**src/rtl/rps_pkg.sv**
```systemverilog
// Shared types and constants for the rain particle step block.
`timescale 1ns / 1ps
`default_nettype none
package rps_pkg;

    localparam int CFG_HALF_LENGTH   = 0;
    localparam int CFG_SPHERE_RADIUS = 1;
    localparam int CFG_RAIN_STEP_X   = 2;
    localparam int CFG_RAIN_STEP_Y   = 3;
    localparam int CFG_RAIN_STEP_Z   = 4;
    localparam int CFG_SPHERE_STEP_X = 5;
    localparam int CFG_SPHERE_STEP_Y = 6;
    localparam int CFG_SPHERE_STEP_Z = 7;

    typedef enum logic [2:0] {
        ST_IDLE,
        ST_FLOOR,
        ST_SQX,
        ST_SQY,
        ST_SQZ,
        ST_HIT,
        ST_OUT
    } state_t;

    // controller -> datapath
    typedef struct packed {
        logic load;
        logic floor_fix;
        logic sq_x;
        logic sq_y;
        logic sq_z;
        logic hit_fix;
        logic finish;
    } cmd_t;

    // datapath -> controller
    typedef struct packed {
        logic floor_hit;
        logic in_box;
        logic in_sphere;
    } stat_t;

endpackage
`default_nettype wire

```
**src/rtl/rps_ctrl.sv**
```systemverilog
// Controller: sequences one item through the datapath.
`timescale 1ns / 1ps
`default_nettype none
module rps_ctrl (
    input  wire logic           clk,
    input  wire logic           rst_n,
    input  wire logic           in_valid,
    output logic                in_ready,
    output logic                out_valid,
    input  wire logic           out_ready,
    input  wire rps_pkg::stat_t stat,
    output rps_pkg::cmd_t       cmd
);

    rps_pkg::state_t state_reg, state_next;
    logic ov_reg, ov_next;

    always_comb
    begin
        state_next = state_reg;
        case (state_reg)
            rps_pkg::ST_IDLE:  if (in_valid) state_next = rps_pkg::ST_FLOOR;
            rps_pkg::ST_FLOOR: state_next = rps_pkg::ST_SQX;
            rps_pkg::ST_SQX:   state_next = rps_pkg::ST_SQY;
            rps_pkg::ST_SQY:   state_next = stat.in_box ? rps_pkg::ST_SQZ : rps_pkg::ST_OUT;
            rps_pkg::ST_SQZ:   state_next = rps_pkg::ST_HIT;
            rps_pkg::ST_HIT:   state_next = rps_pkg::ST_OUT;
            rps_pkg::ST_OUT:   if (!ov_reg || out_ready) state_next = rps_pkg::ST_IDLE;
            default:           state_next = rps_pkg::ST_IDLE;
        endcase
    end

    always_comb
    begin
        cmd = '0;
        in_ready = 1'b0;
        case (state_reg)
            rps_pkg::ST_IDLE:
            begin
                in_ready = 1'b1;
                cmd.load = in_valid;
            end
            rps_pkg::ST_FLOOR: cmd.floor_fix = stat.floor_hit;
            rps_pkg::ST_SQX:   cmd.sq_x = 1'b1;
            rps_pkg::ST_SQY:   cmd.sq_y = 1'b1;
            rps_pkg::ST_SQZ:   cmd.sq_z = 1'b1;
            rps_pkg::ST_HIT:   cmd.hit_fix = stat.in_sphere;
            rps_pkg::ST_OUT:   cmd.finish = !ov_reg || out_ready;
            default:           cmd = '0;
        endcase
    end

    assign ov_next = cmd.finish ? 1'b1 : (out_ready ? 1'b0 : ov_reg);
    assign out_valid = ov_reg;

    always_ff @(posedge clk or negedge rst_n)
    begin
        if (!rst_n)
        begin
            state_reg <= rps_pkg::ST_IDLE;
            ov_reg <= 1'b0;
        end
        else
        begin
            state_reg <= state_next;
            ov_reg <= ov_next;
        end
    end

    a_one_cmd: assert property (@(posedge clk) disable iff (!rst_n)
        $onehot0({cmd.load, cmd.floor_fix, cmd.sq_x, cmd.sq_y, cmd.sq_z, cmd.hit_fix,
                  cmd.finish})) else $error("several commands at once");
    a_finish_valid: assert property (@(posedge clk) disable iff (!rst_n)
        cmd.finish |=> out_valid) else $error("result lost");
    a_load_idle: assert property (@(posedge clk) disable iff (!rst_n)
        cmd.load |=> state_reg == rps_pkg::ST_FLOOR) else $error("load without start");

endmodule
`default_nettype wire

```
**config.mk**
```make
export PLATFORM = sky130hd
export DESIGN_NAME = rps_ctrl
export DESIGN_NICKNAME = d
export VERILOG_FILES = /design/src/rtl/rps_pkg.sv /design/src/rtl/rps_ctrl.sv
export SDC_FILE = /design/constraint.sdc
export NUM_CORES = 1
export LEC_CHECK = 0
export BUFFER_PORTS_ARGS = -buffer_cell sky130_fd_sc_hd__buf_2
export CORE_AREA = 2 2 39 41
export CTS_CLUSTER_DIAMETER = 150
export CTS_CLUSTER_SIZE = 28
export DETAILED_ROUTE_END_ITERATION = 8
export DIE_AREA = 0 0 41 43
export PLACE_DENSITY = 0.52
export SYNTH_ARGS = -nofsm -noshare
export SYNTH_HDL_FRONTEND = slang
export SYNTH_SLANG_ARGS = --single-unit
```
**constraint.sdc**
```tcl
create_clock -name clk -period 3.4 [get_ports clk]
set_input_delay 0.68 -clock clk [delete_from_list [all_inputs] [get_ports clk]]
set_output_delay 0.68 -clock clk [all_outputs]
set_load 0.01 [all_outputs]
```
# Yosys cells after proc, flatten, opt, wreduce, memory -nomap -nowiden
# Index checks and enable logic that the tools add are counted.
# word_totals
reg_bits	4
input_bits	7
word_cells	29
output_inout_bits	9
# classes
reduce_logical	5
muxes	14
n_eq_ne	8
# ops
op	n
$pmux 3 s7	1
$mux 1	10
$eq 3x3->1 const B	3
$eq 3x2->1 const B	2
$mux 3	2
$ne 2x2->1 const B	2
$eq 3x1->1 const B	1
$logic_not 3->1	1
$mux 2	1
$reduce_and 2->1	1
$reduce_bool 2->1	1
$logic_not 1->1	1
$logic_or 1x1->1	1

# Longest topological paths before layout
# logic_depth
word_depth	4
ltp_mapped	4
ltp_nobuf	3

# Least setup slack after synthesis
# Ideal clock, no wire load.
# synth_timing
path_type	input-to-output
from	input out_ready
to	output cmd[0] (netlist name)
slack_ps	1572
t_required_ps	2720
cell_stages	3
n_path_buf	1
t_arrival_ps	1148
cell_sequence	nand2b_1 > and3_1 > buf_4
# synth_lines
item	line_no	text
start: declaration	rps_ctrl.sv:10	input wire logic out_ready,
end: declaration	rps_ctrl.sv:12	output rps_pkg::cmd_t cmd

==> run summary <==
Peak VDD IR -> 274.1 uV
total CTS buffers -> 3
number of max-cap violations -> 0
switching share of power -> 41.78%
HP Class -> in2async
DRT antenna net count -> 0
unrepaired setup endpoints after global routing -> false
Hold Violations, Final -> 0
drt total wl -> 580 um
Power Internal -> 182.7 uW
CTS resizes -> 0
Finished Core Util -> 25.50%
# setup viols final -> 0
Post-CTS Setup Inserts -> 0
row count -> 14
IO Pins -> 16
Slew @ Worst Pin -> 0.3626 ns
Initial Util -> 19.17%
Mean Syn Cell Area -> 10.20 sq um
Die ar. -> 1763 sq um
share of layout cells above drive strength 1 -> 51.22%
clk sinks -> 4
total global routing overflow -> 0
Die Width -> 41 um
Period minus WS final -> 1.964 ns
routability cong. -> 0.6174
vias in the first global route -> 243
synth warn -> 0
Synth top area share -> 37.74%
clock root cell -> clkbuf_4
synth-to-layout area growth -> 33.02%
Power Density -> 889.4 nW/um^2
CORE AREA -> 1384 sq um
Area contributors post-synth -> dfrtp_1, buf_6, nor3_2, nand2_1, and4b_1
htree depth -> 1
CTS tree -> done
Critical Path RT -> 2.72 ns
Clock power frac -> 19.3%
register share of total power -> 38.0%
Inserted Diodes -> 0
post-synthesis sequential area ratio -> 37.74%
Clock Tree Buf Depth -> 2
most frequent cells in the layout -> buf_2, dfrtp_1, nand2_1, clkbuf_4, nor3_2
crit path DAT -> 1.28 ns
reg2reg setup slack -> 2.35 ns
PortBufs -> 15
clock latency on the worst-skew pair -> 0.24 ns
GRT Total Usage -> 8.753%
Critical Path Source Type -> input pin
Clock Skew -> 0.0007107 ns
die height -> 43 um
first-pass GRT wire length -> 979 um
initial antenna violation count -> 0
vias per std cell -> 4.368
Worst setup EP type -> primary output
critical path type -> in2out
met3 usage -> 9.424%
synthesized instance count -> 26
GR peak layer -> met1
most common cell after layout, fill and taps aside -> buf_2
max FFs per register -> 3
Crit Path Max Fanout -> 4
DR vias -> 249
setup TNS -> 0 ns
hold buffers post-CTS -> 0
Slew headroom -> 75.82%
met1 Usage GRT -> 11.65%
final-stage net count -> 50
distinct cell type count after synthesis -> 19
DR iter-0 viols -> 3
GRT met2 Usage -> 9.375%
CTS clk-pin slew, worst paths -> 0.04 ns
router iterations before antenna repair -> 2
synthesis-stage register bit count -> 4
Final Max Slew Viols -> 0
Mapped Area -> 265.3 sq um
Max Clock Freq -> 509.0 MHz
NetSw -> 131.1 uW
status -> complete, no violations
fin crit share -> 57.78%
DR WL/cell -> 10.18 um
area leader, netlist -> dfrtp_1
largest net degree at the start of global routing -> 14
DR DRC count -> 0
Logic pwr share -> 42.7%
Leak -> 0.0001987 uW
syn nets -> 33
-- cell families (layout without fill, tap and decap cells) --
group / after synthesis / in the layout / share of synthesized area [%]
flops: 4 / 4 / 37.74
compound gates: 5 / 5 / 12.73
simple gates: 14 / 14 / 38.22
buf+inv: 3 / 18 / 11.32
-- stage by stage --
stage / std cells / hold WS [ns] / setup WS (ns) / instance area, sq um / total power [uW]
CTS: 57 / 0.2303 / 1.407 / 352.8 / 323.0
finish: 57 / 0.2362 / 1.436 / 352.8 / 313.8
global route: 57 / 0.2257 / 1.318 / 352.8 / 344.4
floorplan: 26 / 0.3844 / 1.572 / 265.3 / 227.0
global placement: 54 / 0.4883 / 1.437 / 330.3 / 252.9
detailed placement: 54 / 0.4892 / 1.436 / 330.3 / 257.4
-- power groups by stage --
stage	clock [uW]	sequential, uW	combinational [uW]
3_3_place_gp	0	119	134
2_1_floorplan	0	94.4	133
4_1_cts	64.5	122	137
5_1_grt	68.4	129	147
3_5_place_dp	0	122	135
6_report	60.6	119	134
-- cell usage after synthesis --
master and number:
a22o_1 1, o21ai_0 1, nor3_2 2, nor3b_1 1
and2_1 1, buf_6 2, and3_1 1, and3b_1 1
a211oi_1 1, nand2_1 3, dfrtp_1 4, nor2b_1 1
nor2b_2 1, nor4bb_1 1, buf_4 1, nand2b_1 1
a21o_1 1, o21ai_1 1, and4b_1 1
-- final timing paths --
kind / cells past startpoint / endpoint / start
worst max-delay path: 4 / cmd[0] / out_ready
worst min-delay path: 1 / out_valid$_DFFE_PN0P_ / rst_n
worst max register to register: 2 / state_reg[2]$_DFFE_PN0P_ / state_reg[2]$_DFFE_PN0P_
worst min register to register: 2 / out_valid$_DFFE_PN0P_ / out_valid$_DFFE_PN0P_
max in group asynchronous: 1 / state_reg[2]$_DFFE_PN0P_ / rst_n
min in group clk: 2 / out_valid$_DFFE_PN0P_ / out_valid$_DFFE_PN0P_
-- per-layer routing --
| metal | wire length (um) | up-vias | share of wire (%) |
|---|---|---|---|
| met5 | 0 | - | 0 |
| met4 | 0 | 0 | 0 |
| met3 | 87 | 0 | 15 |
| met2 | 220 | 18 | 38 |
| met1 | 272 | 109 | 47 |
| li1 | - | 122 | - |
-- cell type report --
cell class	instances	area [sq um]
multi-input cells	19	135.1
fillers	157	1031
well taps	16	20.02
clock buffers	3	22.52
flip-flops and latches	4	100.1
repair buffers	15	75.07
-- worst max-delay path: stages --
cell	delay (ns)
buf_2	0.09
nand2b_1	0.18
and3_1	0.20
buf_2	0.13
Note: power is estimated with default switching activity, not from simulation.
